### config.mk
export PLATFORM = sky130hd
export DESIGN_NAME = music_player_bank_and_nmi_registers
export DESIGN_NICKNAME = d
export VERILOG_FILES = /design/src/mpb_pkg.sv /design/src/mpb_ctrl.sv /design/src/mpb_dp.sv /design/src/music_player_bank_and_nmi_registers.sv
export SDC_FILE = /design/constraint.sdc
export NUM_CORES = 1
export LEC_CHECK = 0
export CAP_MARGIN = 0
export CORE_MARGIN = 5
export CORE_UTILIZATION = 64
export CTS_BUF_LIST = sky130_fd_sc_hd__clkbuf_4 sky130_fd_sc_hd__clkbuf_8 sky130_fd_sc_hd__clkbuf_16
export CTS_CLUSTER_SIZE = 10
export DETAILED_ROUTE_END_ITERATION = 7
export DONT_BUFFER_PORTS = 1
export PLACE_DENSITY = 0.84
export SLEW_MARGIN = 20
export SYNTH_ARGS = -nofsm -noshare
export SYNTH_HDL_FRONTEND = slang
export SYNTH_SLANG_ARGS = --single-unit
export TNS_END_PERCENT = 1
### constraint.sdc
create_clock -name clk -period 3.6 [get_ports clk]
set_input_delay 0.36 -clock clk [delete_from_list [all_inputs] [get_ports clk]]
set_output_delay 0.36 -clock clk [all_outputs]
set_load 0.1 [all_outputs]
### src/mpb_pkg.sv
`default_nettype none

package mpb_pkg;

    // operation codes of an input item
    localparam logic [2:0] MODE_WRITE = 3'd0;
    localparam logic [2:0] MODE_READ  = 3'd1;
    localparam logic [2:0] MODE_TICK  = 3'd2;
    localparam logic [2:0] MODE_PAD   = 3'd3;
    localparam logic [2:0] MODE_POWER = 3'd4;

    // configuration register indexes
    typedef enum logic [2:0] {
        REG_TOTAL_SONGS   = 3'd0,
        REG_STARTING_SONG = 3'd1,
        REG_INITIAL_BANKS = 3'd2,
        REG_BANK_MASK     = 3'd3,
        REG_LOAD_ADDRESS  = 3'd4,
        REG_DISK_MODE     = 3'd5,
        REG_VIDEO_PAL     = 3'd6
    } cfg_reg_t;

    // decoded bus addresses
    localparam logic [15:0] ADDR_CTRL_LO   = 16'h3FF0;
    localparam logic [15:0] ADDR_RELOAD    = 16'h3FF0;
    localparam logic [15:0] ADDR_SONG      = 16'h3FF1;
    localparam logic [15:0] ADDR_NMI_ON    = 16'h3FF3;
    localparam logic [15:0] ADDR_NMI_OFF   = 16'h3FF4;
    localparam logic [15:0] ADDR_NMI_ALT   = 16'h3FF5;
    localparam logic [15:0] ADDR_CTRL_HI   = 16'h3FFF;
    localparam logic [15:0] ADDR_BANK_LO   = 16'h5FF6;
    localparam logic [15:0] ADDR_BANK_DISK = 16'h5FF7;
    localparam logic [15:0] ADDR_BANK_HI   = 16'h5FFF;
    localparam logic [15:0] ADDR_VEC_LO    = 16'hFFFA;
    localparam logic [15:0] ADDR_VEC_HI    = 16'hFFFD;

    localparam logic [7:0] RELOAD_SET = 8'hFF;
    localparam logic [7:0] SONG_JUMP  = 8'd10;

    // override vector bytes, indexed by address bits 1..0
    localparam logic [7:0] VECTOR_BYTES [4] = '{8'h00, 8'h38, 8'h20, 8'h38};

    localparam int STEP_W = 4;

    typedef struct packed {
        logic [2:0]  mode;
        logic [15:0] address;
        logic [7:0]  write_data;
        logic [7:0]  open_bus;
        logic        debug_access;
        logic [4:0]  buttons;
    } item_t;

    typedef struct packed {
        logic       read_valid;
        logic [7:0] read_data;
        logic       pass_through;
        logic       bank_valid;
        logic [3:0] bank_slot;
        logic [7:0] bank_number;
        logic       nmi_request;
        logic       sound_reset;
        logic       last_result;
    } result_t;

    typedef struct packed {
        logic              accept;
        logic              decode;
        logic              load;
        logic [STEP_W-1:0] step;
    } ctl_cmd_t;

    typedef struct packed {
        logic              out_free;
        logic [STEP_W-1:0] last_step;
    } dp_sts_t;

endpackage

`default_nettype wire

### src/mpb_ctrl.sv
`default_nettype none

module mpb_ctrl (
    input  wire logic              clk,
    input  wire logic              rst_n,
    input  wire logic              in_valid,
    output logic                   in_ready,
    input  wire mpb_pkg::dp_sts_t  sts,
    output mpb_pkg::ctl_cmd_t      cmd
);

    typedef enum logic [1:0] {
        ST_IDLE,
        ST_DECODE,
        ST_EMIT
    } state_t;

    state_t                      state_reg, state_next;
    logic [mpb_pkg::STEP_W-1:0]  step_reg, step_next;

    assign in_ready = (state_reg == ST_IDLE);

    always_comb
    begin
        state_next = state_reg;
        step_next  = step_reg;
        cmd        = '0;
        cmd.step   = step_reg;
        unique case (state_reg)
            ST_IDLE:
            begin
                if (in_valid)
                begin
                    cmd.accept = 1'b1;
                    state_next = ST_DECODE;
                end
            end
            ST_DECODE:
            begin
                cmd.decode = 1'b1;
                step_next  = '0;
                state_next = ST_EMIT;
            end
            ST_EMIT:
            begin
                if (sts.out_free)
                begin
                    cmd.load = 1'b1;
                    if (step_reg == sts.last_step)
                        state_next = ST_IDLE;
                    else
                        step_next = step_reg + 1'b1;
                end
            end
            default:
            begin
                state_next = ST_IDLE;
            end
        endcase
    end

    always_ff @(posedge clk or negedge rst_n)
    begin
        if (!rst_n)
        begin
            state_reg <= ST_IDLE;
            step_reg  <= '0;
        end
        else
        begin
            state_reg <= state_next;
            step_reg  <= step_next;
        end
    end

endmodule

`default_nettype wire

### src/mpb_dp.sv
`default_nettype none

module mpb_dp (
    input  wire logic              clk,
    input  wire logic              rst_n,
    input  wire mpb_pkg::item_t    in_data,
    input  wire logic              cfg_valid,
    input  wire logic [2:0]        cfg_index,
    input  wire logic [63:0]       cfg_data,
    input  wire logic              out_ready,
    output logic                   out_valid,
    output mpb_pkg::result_t       out_data,
    input  wire mpb_pkg::ctl_cmd_t cmd,
    output mpb_pkg::dp_sts_t       sts
);

    // shape of the result list of the current item
    typedef enum logic [2:0] {
        PL_SINGLE,
        PL_SONG,
        PL_POWER_BANKS,
        PL_POWER_DISK,
        PL_POWER_LOAD
    } plan_t;

    // configuration
    logic [7:0]  total_songs_reg;
    logic [7:0]  starting_song_reg;
    logic [63:0] initial_banks_reg;
    logic [7:0]  bank_mask_reg;
    logic [15:0] load_address_reg;
    logic        disk_mode_reg;
    logic        video_pal_reg;

    // player state
    logic [7:0] current_song_reg, current_song_next;
    logic       reload_pending_reg, reload_pending_next;
    logic [1:0] nmi_enables_reg, nmi_enables_next;
    logic       vector_override_reg, vector_override_next;
    logic [4:0] previous_buttons_reg, previous_buttons_next;

    // item and plan
    mpb_pkg::item_t             item_reg;
    plan_t                      plan_reg, plan_next;
    logic [mpb_pkg::STEP_W-1:0] last_step_reg, last_step_next;
    mpb_pkg::result_t           first_reg, first_next;
    logic [2:0]                 start_reg, start_next;

    logic             out_valid_reg;
    mpb_pkg::result_t out_data_reg;
    mpb_pkg::result_t res;

    logic       bank_on;
    logic       vec_ovr;
    logic       nmi_live;
    logic [4:0] rise;
    logic [8:0] song_up;
    logic [2:0] res_k;
    logic [3:0] res_slot;
    logic [7:0] res_num;

    function automatic mpb_pkg::result_t bank_res(input logic [3:0] slot,
                                                  input logic [7:0] num);
        mpb_pkg::result_t r;
        r             = '0;
        r.bank_valid  = 1'b1;
        r.bank_slot   = slot;
        r.bank_number = num;
        return r;
    endfunction

    assign bank_on  = (initial_banks_reg != 64'd0);
    assign nmi_live = (nmi_enables_reg[0] && reload_pending_reg) || nmi_enables_reg[1];
    assign vec_ovr  = nmi_live || vector_override_reg;
    assign rise     = item_reg.buttons & ~previous_buttons_reg;
    assign song_up  = {1'b0, current_song_reg} + {1'b0, mpb_pkg::SONG_JUMP};

    // decode of the latched item, committed on cmd.decode
    always_comb
    begin
        current_song_next     = current_song_reg;
        reload_pending_next   = reload_pending_reg;
        nmi_enables_next      = nmi_enables_reg;
        vector_override_next  = vector_override_reg;
        previous_buttons_next = previous_buttons_reg;
        plan_next             = PL_SINGLE;
        last_step_next        = '0;
        first_next            = '0;
        start_next            = load_address_reg[14:12];
        case (item_reg.mode)
            mpb_pkg::MODE_WRITE:
            begin
                if (item_reg.address == mpb_pkg::ADDR_NMI_ON)
                    nmi_enables_next[0] = 1'b1;
                else if (item_reg.address == mpb_pkg::ADDR_NMI_OFF)
                    nmi_enables_next[1] = 1'b0;
                else if (item_reg.address == mpb_pkg::ADDR_NMI_ALT)
                    nmi_enables_next[1] = 1'b1;
                else if (item_reg.address >= mpb_pkg::ADDR_BANK_LO
                         && item_reg.address <= mpb_pkg::ADDR_BANK_HI)
                begin
                    if (!((item_reg.address <= mpb_pkg::ADDR_BANK_DISK && !disk_mode_reg)
                          || !bank_on))
                        first_next = bank_res(item_reg.address[3:0],
                                              item_reg.write_data & bank_mask_reg);
                end
            end
            mpb_pkg::MODE_READ:
            begin
                if (item_reg.address >= mpb_pkg::ADDR_CTRL_LO
                    && item_reg.address <= mpb_pkg::ADDR_CTRL_HI)
                begin
                    first_next.read_valid = 1'b1;
                    if (item_reg.address == mpb_pkg::ADDR_RELOAD)
                    begin
                        first_next.read_data = reload_pending_reg ? mpb_pkg::RELOAD_SET : 8'd0;
                        if (!item_reg.debug_access)
                            reload_pending_next = 1'b0;
                    end
                    else if (item_reg.address == mpb_pkg::ADDR_SONG)
                    begin
                        first_next.read_data   = current_song_reg - 8'd1;
                        first_next.sound_reset = !item_reg.debug_access;
                        if (!item_reg.debug_access && bank_on)
                        begin
                            plan_next      = PL_SONG;
                            last_step_next = 4'd8;
                        end
                    end
                    else if (item_reg.address == mpb_pkg::ADDR_NMI_ON)
                        first_next.read_data = {7'd0, video_pal_reg};
                end
                else if (item_reg.address >= mpb_pkg::ADDR_VEC_LO
                         && item_reg.address <= mpb_pkg::ADDR_VEC_HI)
                begin
                    if (vec_ovr)
                    begin
                        first_next.read_valid = 1'b1;
                        first_next.read_data  = mpb_pkg::VECTOR_BYTES[item_reg.address[1:0]];
                        if (item_reg.address == mpb_pkg::ADDR_VEC_HI && !item_reg.debug_access)
                            vector_override_next = 1'b0;
                    end
                    else
                        first_next.pass_through = 1'b1;
                end
            end
            mpb_pkg::MODE_TICK:
            begin
                first_next.nmi_request = nmi_live;
            end
            mpb_pkg::MODE_PAD:
            begin
                if (rise[0])
                begin
                    if (current_song_reg < total_songs_reg)
                    begin
                        current_song_next   = current_song_reg + 8'd1;
                        reload_pending_next = 1'b1;
                    end
                end
                else if (rise[1])
                begin
                    if (current_song_reg > 8'd1)
                    begin
                        current_song_next   = current_song_reg - 8'd1;
                        reload_pending_next = 1'b1;
                    end
                end
                else if (rise[2])
                begin
                    current_song_next   = (song_up > {1'b0, total_songs_reg})
                                          ? total_songs_reg : song_up[7:0];
                    reload_pending_next = 1'b1;
                end
                else if (rise[3])
                begin
                    current_song_next   = (current_song_reg < mpb_pkg::SONG_JUMP + 8'd1)
                                          ? 8'd1 : current_song_reg - mpb_pkg::SONG_JUMP;
                    reload_pending_next = 1'b1;
                end
                else if (rise[4])
                    reload_pending_next = 1'b1;
                previous_buttons_next = item_reg.buttons;
            end
            mpb_pkg::MODE_POWER:
            begin
                vector_override_next = 1'b1;
                current_song_next    = starting_song_reg;
                reload_pending_next  = 1'b1;
                nmi_enables_next     = 2'd0;
                if (bank_on && disk_mode_reg)
                begin
                    plan_next      = PL_POWER_DISK;
                    last_step_next = 4'd9;
                end
                else if (bank_on)
                begin
                    plan_next      = PL_POWER_BANKS;
                    last_step_next = 4'd7;
                end
                else
                begin
                    plan_next      = PL_POWER_LOAD;
                    last_step_next = {1'b0, 3'd7 - load_address_reg[14:12]};
                end
            end
            default:
            begin
                first_next = '0;
            end
        endcase
    end

    // result of the current step
    always_comb
    begin
        res_k    = cmd.step[2:0];
        res_slot = {1'b1, cmd.step[2:0]};
        case (plan_reg)
            PL_SONG:
            begin
                res_k    = cmd.step[2:0] - 3'd1;
                res_slot = {1'b1, res_k};
            end
            PL_POWER_DISK:
            begin
                case (cmd.step)
                    4'd6:    begin res_k = 3'd6; res_slot = 4'd6;  end
                    4'd7:    begin res_k = 3'd6; res_slot = 4'd14; end
                    4'd8:    begin res_k = 3'd7; res_slot = 4'd7;  end
                    4'd9:    begin res_k = 3'd7; res_slot = 4'd15; end
                    default: begin res_k = cmd.step[2:0]; res_slot = {1'b1, cmd.step[2:0]}; end
                endcase
            end
            PL_POWER_LOAD:
            begin
                res_k    = start_reg + cmd.step[2:0];
                res_slot = {1'b1, res_k};
            end
            default:
            begin
                res_k    = cmd.step[2:0];
                res_slot = {1'b1, cmd.step[2:0]};
            end
        endcase
        if (plan_reg == PL_POWER_LOAD)
            res_num = {5'd0, cmd.step[2:0]} & bank_mask_reg;
        else
            res_num = initial_banks_reg[res_k*8 +: 8] & bank_mask_reg;
        if (plan_reg == PL_SINGLE || (plan_reg == PL_SONG && cmd.step == '0))
            res = first_reg;
        else
            res = bank_res(res_slot, res_num);
        res.last_result = (cmd.step == last_step_reg);
    end

    always_ff @(posedge clk or negedge rst_n)
    begin
        if (!rst_n)
        begin
            total_songs_reg      <= 8'd1;
            starting_song_reg    <= 8'd1;
            initial_banks_reg    <= 64'd0;
            bank_mask_reg        <= 8'd0;
            load_address_reg     <= 16'h8000;
            disk_mode_reg        <= 1'b0;
            video_pal_reg        <= 1'b0;
            current_song_reg     <= 8'd1;
            reload_pending_reg   <= 1'b1;
            nmi_enables_reg      <= 2'd0;
            vector_override_reg  <= 1'b1;
            previous_buttons_reg <= 5'd0;
            plan_reg             <= PL_SINGLE;
            last_step_reg        <= '0;
            out_valid_reg        <= 1'b0;
        end
        else
        begin
            if (cfg_valid)
            begin
                unique case (mpb_pkg::cfg_reg_t'(cfg_index))
                    mpb_pkg::REG_TOTAL_SONGS:   total_songs_reg   <= cfg_data[7:0];
                    mpb_pkg::REG_STARTING_SONG: starting_song_reg <= cfg_data[7:0];
                    mpb_pkg::REG_INITIAL_BANKS: initial_banks_reg <= cfg_data;
                    mpb_pkg::REG_BANK_MASK:     bank_mask_reg     <= cfg_data[7:0];
                    mpb_pkg::REG_LOAD_ADDRESS:  load_address_reg  <= cfg_data[15:0];
                    mpb_pkg::REG_DISK_MODE:     disk_mode_reg     <= cfg_data[0];
                    mpb_pkg::REG_VIDEO_PAL:     video_pal_reg     <= cfg_data[0];
                    default:                    video_pal_reg     <= video_pal_reg;
                endcase
            end
            if (cmd.decode)
            begin
                current_song_reg     <= current_song_next;
                reload_pending_reg   <= reload_pending_next;
                nmi_enables_reg      <= nmi_enables_next;
                vector_override_reg  <= vector_override_next;
                previous_buttons_reg <= previous_buttons_next;
                plan_reg             <= plan_next;
                last_step_reg        <= last_step_next;
            end
            if (cmd.load)
                out_valid_reg <= 1'b1;
            else if (out_ready)
                out_valid_reg <= 1'b0;
        end
    end

    // payload registers
    always_ff @(posedge clk)
    begin
        if (cmd.accept)
            item_reg <= in_data;
        if (cmd.decode)
        begin
            first_reg <= first_next;
            start_reg <= start_next;
        end
        if (cmd.load)
            out_data_reg <= res;
    end

    assign out_valid     = out_valid_reg;
    assign out_data      = out_data_reg;
    assign sts.out_free  = !out_valid_reg || out_ready;
    assign sts.last_step = last_step_reg;

endmodule

`default_nettype wire

### src/music_player_bank_and_nmi_registers.sv
// channel   direction  handshake              payload
// in        input      in_valid / in_ready    in_data   (mpb_pkg::item_t)
// out       output     out_valid / out_ready  out_data  (mpb_pkg::result_t)
// cfg       input      cfg_valid / cfg_ready  cfg_index, cfg_data
//
// an item is latched and decoded, and then its results (1 to 10 of them) are put out
// by the result sequencer, one result a cycle while the out channel is not stalled;
// the next item is accepted only after the last result of an item has been loaded
// reset clears config to its defaults and the player state to power-on values
// a stalled out channel holds the output register and pauses the sequencer
// cfg is always ready; each write is registered straight into its config register
`default_nettype none

module music_player_bank_and_nmi_registers (
    input  wire logic             clk,
    input  wire logic             rst_n,
    input  wire logic             in_valid,
    output logic                  in_ready,
    input  wire mpb_pkg::item_t   in_data,
    output logic                  out_valid,
    input  wire logic             out_ready,
    output mpb_pkg::result_t      out_data,
    input  wire logic             cfg_valid,
    output logic                  cfg_ready,
    input  wire logic [2:0]       cfg_index,
    input  wire logic [63:0]      cfg_data
);

    // command and status between sequencer and datapath
    mpb_pkg::ctl_cmd_t cmd;
    mpb_pkg::dp_sts_t  sts;

    // config writes never stall
    assign cfg_ready = 1'b1;

    // sequencer: latch, decode, then step through the result list
    mpb_ctrl u_ctrl (
        .clk      (clk),
        .rst_n    (rst_n),
        .in_valid (in_valid),
        .in_ready (in_ready),
        .sts      (sts),
        .cmd      (cmd)
    );

    // datapath: config registers, player state, decode and output register
    mpb_dp u_dp (
        .clk       (clk),
        .rst_n     (rst_n),
        .in_data   (in_data),
        .cfg_valid (cfg_valid),
        .cfg_index (cfg_index),
        .cfg_data  (cfg_data),
        .out_ready (out_ready),
        .out_valid (out_valid),
        .out_data  (out_data),
        .cmd       (cmd),
        .sts       (sts)
    );

`ifndef SYNTHESIS
    // one item in flight: accepting an item closes the input
    a_one_item: assert property (@(posedge clk) disable iff (!rst_n)
        (in_valid && in_ready) |=> !in_ready)
        else $error("input reopened right after an item was taken");

    // the output register is only loaded when it is free
    a_load_free: assert property (@(posedge clk) disable iff (!rst_n)
        cmd.load |-> sts.out_free)
        else $error("output register overwritten");

    // a bank result never carries read data or pass-through, and its slot is at least 6
    a_bank_clean: assert property (@(posedge clk) disable iff (!rst_n)
        (out_valid && out_data.bank_valid) |->
        (!out_data.read_valid && !out_data.pass_through && out_data.bank_slot >= 4'd6))
        else $error("malformed bank result");

    // input stays closed until the last result of an item is loaded
    a_last_reopen: assert property (@(posedge clk) disable iff (!rst_n)
        ($rose(in_ready) && $past(cmd.load)) |-> out_data.last_result)
        else $error("input reopened before the last result");
`endif

endmodule

`default_nettype wire
After elaboration in Yosys (flattened, before gate mapping)
Index checks and enable logic that the tools add are counted.
- register bits: 224
- latch bits: 0
- memory bits (writable): 0
- bits in read-only memories: 0
- bits of input ports: 113
- word-level logic and storage cells: 251
- memories kept: 0
- $add $sub $neg: 8
- multiply operators: 0
- divide/modulo/power cells: 0
- $lt $le $gt $ge: 12
- equal/unequal tests: 44
- shifts and indexed selects: 1
- multiplexer cells: 87
- bitwise logic cells: 8
- reductions and logical operators: 49
- operator list (kind ; number):
    8-bit 2-to-1 mux ; 14
    26-bit 2-to-1 mux ; 4
    16-bit by 14-bit equality test with 1-bit output, second input constant ; 5
    64-bit nonzero test ; 1
    64-bit by 7-bit indexed part select with 8-bit output ; 1
    16-bit by 15-bit <= comparator with 1-bit output, second input constant ; 2
    1-bit 2-to-1 mux ; 32
    4-bit 2-to-1 mux ; 7
    10-bit one-hot mux with 2 select lines ; 1
    3-bit 2-to-1 mux ; 6
    9-bit 2-to-1 mux ; 2
    8-bit bitwise AND ; 2
    8-bit binary-select mux with 2-bit select ; 1
    16-bit equality test, second input constant ; 1
    16-bit by 14-bit >= comparator with 1-bit output, second input constant ; 1
    16-bit by 15-bit >= comparator with 1-bit output, second input constant ; 1
    16-bit >= comparator, second input constant ; 1
    16-bit by 14-bit <= comparator with 1-bit output, second input constant ; 1
    16-bit <= comparator, second input constant ; 1
    16-bit 2-to-1 mux ; 1
    4-bit one-hot mux with 2 select lines ; 2
    4-bit one-hot mux with 4 select lines ; 1
    8-bit one-hot mux with 2 select lines ; 1
    2-bit AND reduction ; 8
    59 further kinds ; 112

Logic depth before layout (Yosys ltp)
- word-level depth: 9
- gate-level depth with buffers: 11

By module
Synthesis repeated with hierarchy kept, for this count alone.
- cell total of the unflattened synthesis: 901
- area total of the unflattened synthesis: 10635.2 µm²
- modules (own cells, without submodules) (module ; instances ; cells an instance ; area each (µm²)):
    mpb_dp ; 1 ; 862 ; 10261.1
    mpb_ctrl ; 1 ; 37 ; 362.8
    music_player_bank_and_nmi_registers ; 1 ; 2 ; 11.3

Worst setup path after synthesis
Ideal clock, no wire load.
- kind: reg-to-reg
- start point: reg u_ctrl.step_reg[0] (netlist bit)
- end point: reg u_dp.out_data_reg, in the netlist u_dp.out_data[10] (data pin)
- library setup time: 257 ps
- arrival: 2590 ps
- data required time: 3343 ps
- path slack: 753 ps
- stages on the path, launching flop included: 9
- path buffers: 1
- period minus slack after synthesis: 2847 ps
- path through: dfrtp_1 ha_1 fa_1 xor2_1 a22o_1 a311oi_2 clkbuf_1 a31oi_1 a32o_1
- RTL lines (element ; RTL line ; text):
    from (decl) ; mpb_ctrl.sv:19 ; logic [mpb_pkg::STEP_W-1:0] step_reg, step_next;
    from (signal assigned) ; mpb_ctrl.sv:72 ; step_reg <= step_next;
    to (signal assigned) ; mpb_dp.sv:320 ; out_data_reg <= res;
    to (decl) ; mpb_dp.sv:50 ; mpb_pkg::result_t out_data_reg;

==> impl_metrics.tcl <==
set metrics [dict create \
    status "complete, no violations" \
    cp.required_ns 3.84 \
    synth_top_cell_by_area "dfrtp_1" \
    maxSlewViolCount 0 \
    drtIter0Drc 856 \
    switchingPower_w 0.00402 \
    rows 46 \
    overflow 0 \
    drive_above_1_share_pct 19.8 \
    root_buffer "clkbuf_16" \
    setup_ws_ns 0.526 \
    antenna_found_initial 0 \
    relSlewSlack_pct 37.3 \
    ant_nets 0 \
    numPortBuffers 0 \
    syn_area_um2 10500 \
    path_clk_slew_ns 0.06 \
    synth-main-ff-cell "dfrtp_1" \
    setup_violations 0 \
    leakagePower_nw 4.94 \
    cts_made_buffers 25 \
    reg2regPathDepth 9 \
    p_per_area_nw_per_um2 834 \
    grt_max_degree 124 \
    fp.coreArea_um2 16000 \
    fill_cells 1007 \
    fin_nets 1107 \
    fmax_ghz 0.325 \
    hold_path_class "in -> reg" \
    die_h_um 138 \
    via_count 7870 \
    yosys_warnings 0 \
    final.min_clock_period_ns 3.07 \
    track_usage_pct 28.0 \
    antenna_cells 0 \
    cp_max_fo 11 \
    ys_ff_latch 210 \
    period_share_pct 85.4 \
    syn_nets 1043 \
    ctsResizeCount 0 \
    regToRegSetupSlack_ns 0.53 \
    grt_pass1_wl_um 43200 \
    cp.arrival_ns 3.32 \
    viasPerCell 6.57 \
    power_frac_seq_pct 43.5 \
    yosysMostFrequentCell "dfrtp_1" \
    die-width_um 138 \
    post-cts-setup-buffers 0 \
    p_comb_share_pct 32.9 \
    worstSetupStartpointType "flop" \
    cts_buffer_depth 3 \
    rsz0062_at_grt "false" \
    crit_end "u_dp.out_data[7]" \
    min-delay-start "cfg_data[60]" \
    r2r-end "u_dp.out_data[7]" \
    ios 142 \
    p_sw_share_pct 39.6 \
    htree_num_levels 1 \
    worst_setup_path_end_kind "flop" \
    synth.area.top_cells "dfrtp_1 (28%), edfxtp_1 (25%), mux2_2 (11%), ha_1 (3.4%), mux2i_1 (3.2%)" \
    r2r-start "u_ctrl.step_reg[1]" \
    place_ws_ns 0.678 \
    dr.pass1.iters 5 \
    wl_per_cell_um 22.9 \
    internal_power_w 0.00612 \
    post-route-drc-count 0 \
    place.gp.congestion 0.985 \
    clock_latency_ns 0.51 \
    synth-edff-count 87 \
    synth_commonest_cells "dfrtp_1 (118), mux2_2 (102), edfxtp_1 (87), nand2_1 (86)" \
    clock-sinks 210 \
    startpoint "u_ctrl.step_reg[1]" \
    skew_ns 0.0135 \
    synth_top_cell_area_share_pct 28.0 \
    cts_tree "done" \
    largest_reg_flops 64 \
    dpl.hpwl_um 17800 \
    cap_viol_max_count 0 \
    synth_area_per_cell_um2 11.7 \
    holdBufCountCts 46 \
    critPathKind "reg -> reg" \
    synthArstFlopShare_pct 58.6 \
    synth_cell_types 69 \
    seq_area_um2 5700 \
    ir_worst_vdd_mv 0.429 \
    multi_input_area_um2 4560 \
    dieArea_um2 19100 \
    area_growth_pct 15.5 \
    final.setup.tns_ns 0 \
    routed_wirelength_um 27400 \
    tightest_slew_ns 0.943 \
    hold_viol 0 \
    pwr-share-clk_pct 23.6 \
    synth_cells 900 \
    start_util_pct 65.8 \
    first_global_vias 7775 \
    synth_seq_area_share_pct 54.1 \
]
==> layout make-up <==
class | count | area share (%)
clock inverters | 1 | 0.0412
flip-flops and latches | 210 | 46.8
clock buffers | 43 | 6.41
well taps | 216 | 2.22
inverters | 27 | 0.833
repair buffers | 77 | 6.11
multi-input cells | 623 | 37.5
==> layer usage <==
| metal | vias to the layer above | share of wire (%) | global-route usage (%) |
|---|---|---|---|
| met4 | 0 | 3.1 | 8.58 |
| met2 | 444 | 49 | 46.6 |
| met3 | 74 | 8.7 | 5.00 |
| met5 | - | 0 | 0 |
| met1 | 3896 | 39 | 37.9 |
| li1 | 3456 | - | - |
==> per-stage QoR <==
step	util, %	hold slack [ns]	power, W	area [µm²]	cells
floorplan	-	0.0644	0.00665	10500	900
global placement	67.6	0.0729	0.00745	10800	1099
detailed placement	67.6	0.0718	0.00756	10800	1099
CTS	75.5	0.0000701	0.0100	12100	1189
global route	76.0	-0.00561	0.0106	12200	1197
finish	76.0	0.00691	0.0101	12200	1197
==> how the worst min path moves through the flow <==
stage,to,cells after the start,slack [ns]
3_3_place_gp,u_ctrl.state_reg[0],0,0.07
2_1_floorplan,u_ctrl.state_reg[0],0,0.06
5_1_grt,u_dp.initial_banks_reg[39],1,-0.006
6_report,u_dp.initial_banks_reg[60],1,0.007
4_1_cts,u_dp.initial_banks_reg[22],1,0.00007
3_5_place_dp,u_ctrl.state_reg[0],0,0.07
==> logic make-up (layout without fill, tap and decap cells) <==
logic type	Yosys count	after routing	share of synthesized area, %
and+or+nand+nor	277	277	13.3
DFF	210	210	54.1
AOI/OAI and AO/OA	154	154	9.95
muxes	136	136	14.1
buffers and inverters	67	148	2.71
adders and majority gates	30	30	3.64
xor gates and xnor gates	25	25	2.08
other	1	1	0.0356
==> placed cells by master, fill, tap and decap left out, types with 25 or more instances in the layout <==
cell	instances
nand2_1	86
dlygate4sd3_1	53
nor2_1	47
mux2i_1	34
a21oi_1	27
mux2_2	102
edfxtp_1	87
clkbuf_16	25
o21ai_0	47
dfrtp_1	118
inv_1	27
ha_1	28
==> worst max-delay path, cell delays in order, from the launching register on <==
cell	delay, ns
dfrtp_1	0.59
inv_1	0.14
ha_1	0.26
o21ai_0	0.19
nor2_1	0.10
o21ai_0	0.38
nand2_1	0.34
nor2_1	0.41
nand2_1	0.12
a32o_1	0.28
==> power by group through the flow <==
stage / sequential, W / combinational [W] / clock, W
finish: 0.00441 / 0.00333 / 0.00239
global route: 0.00447 / 0.00365 / 0.00252
CTS: 0.00439 / 0.00326 / 0.00240
detailed placement: 0.00442 / 0.00314 / 0
global placement: 0.00439 / 0.00306 / 0
floorplan: 0.00423 / 0.00242 / 0
No activity file was read; power rests on OpenSTA's default activity.
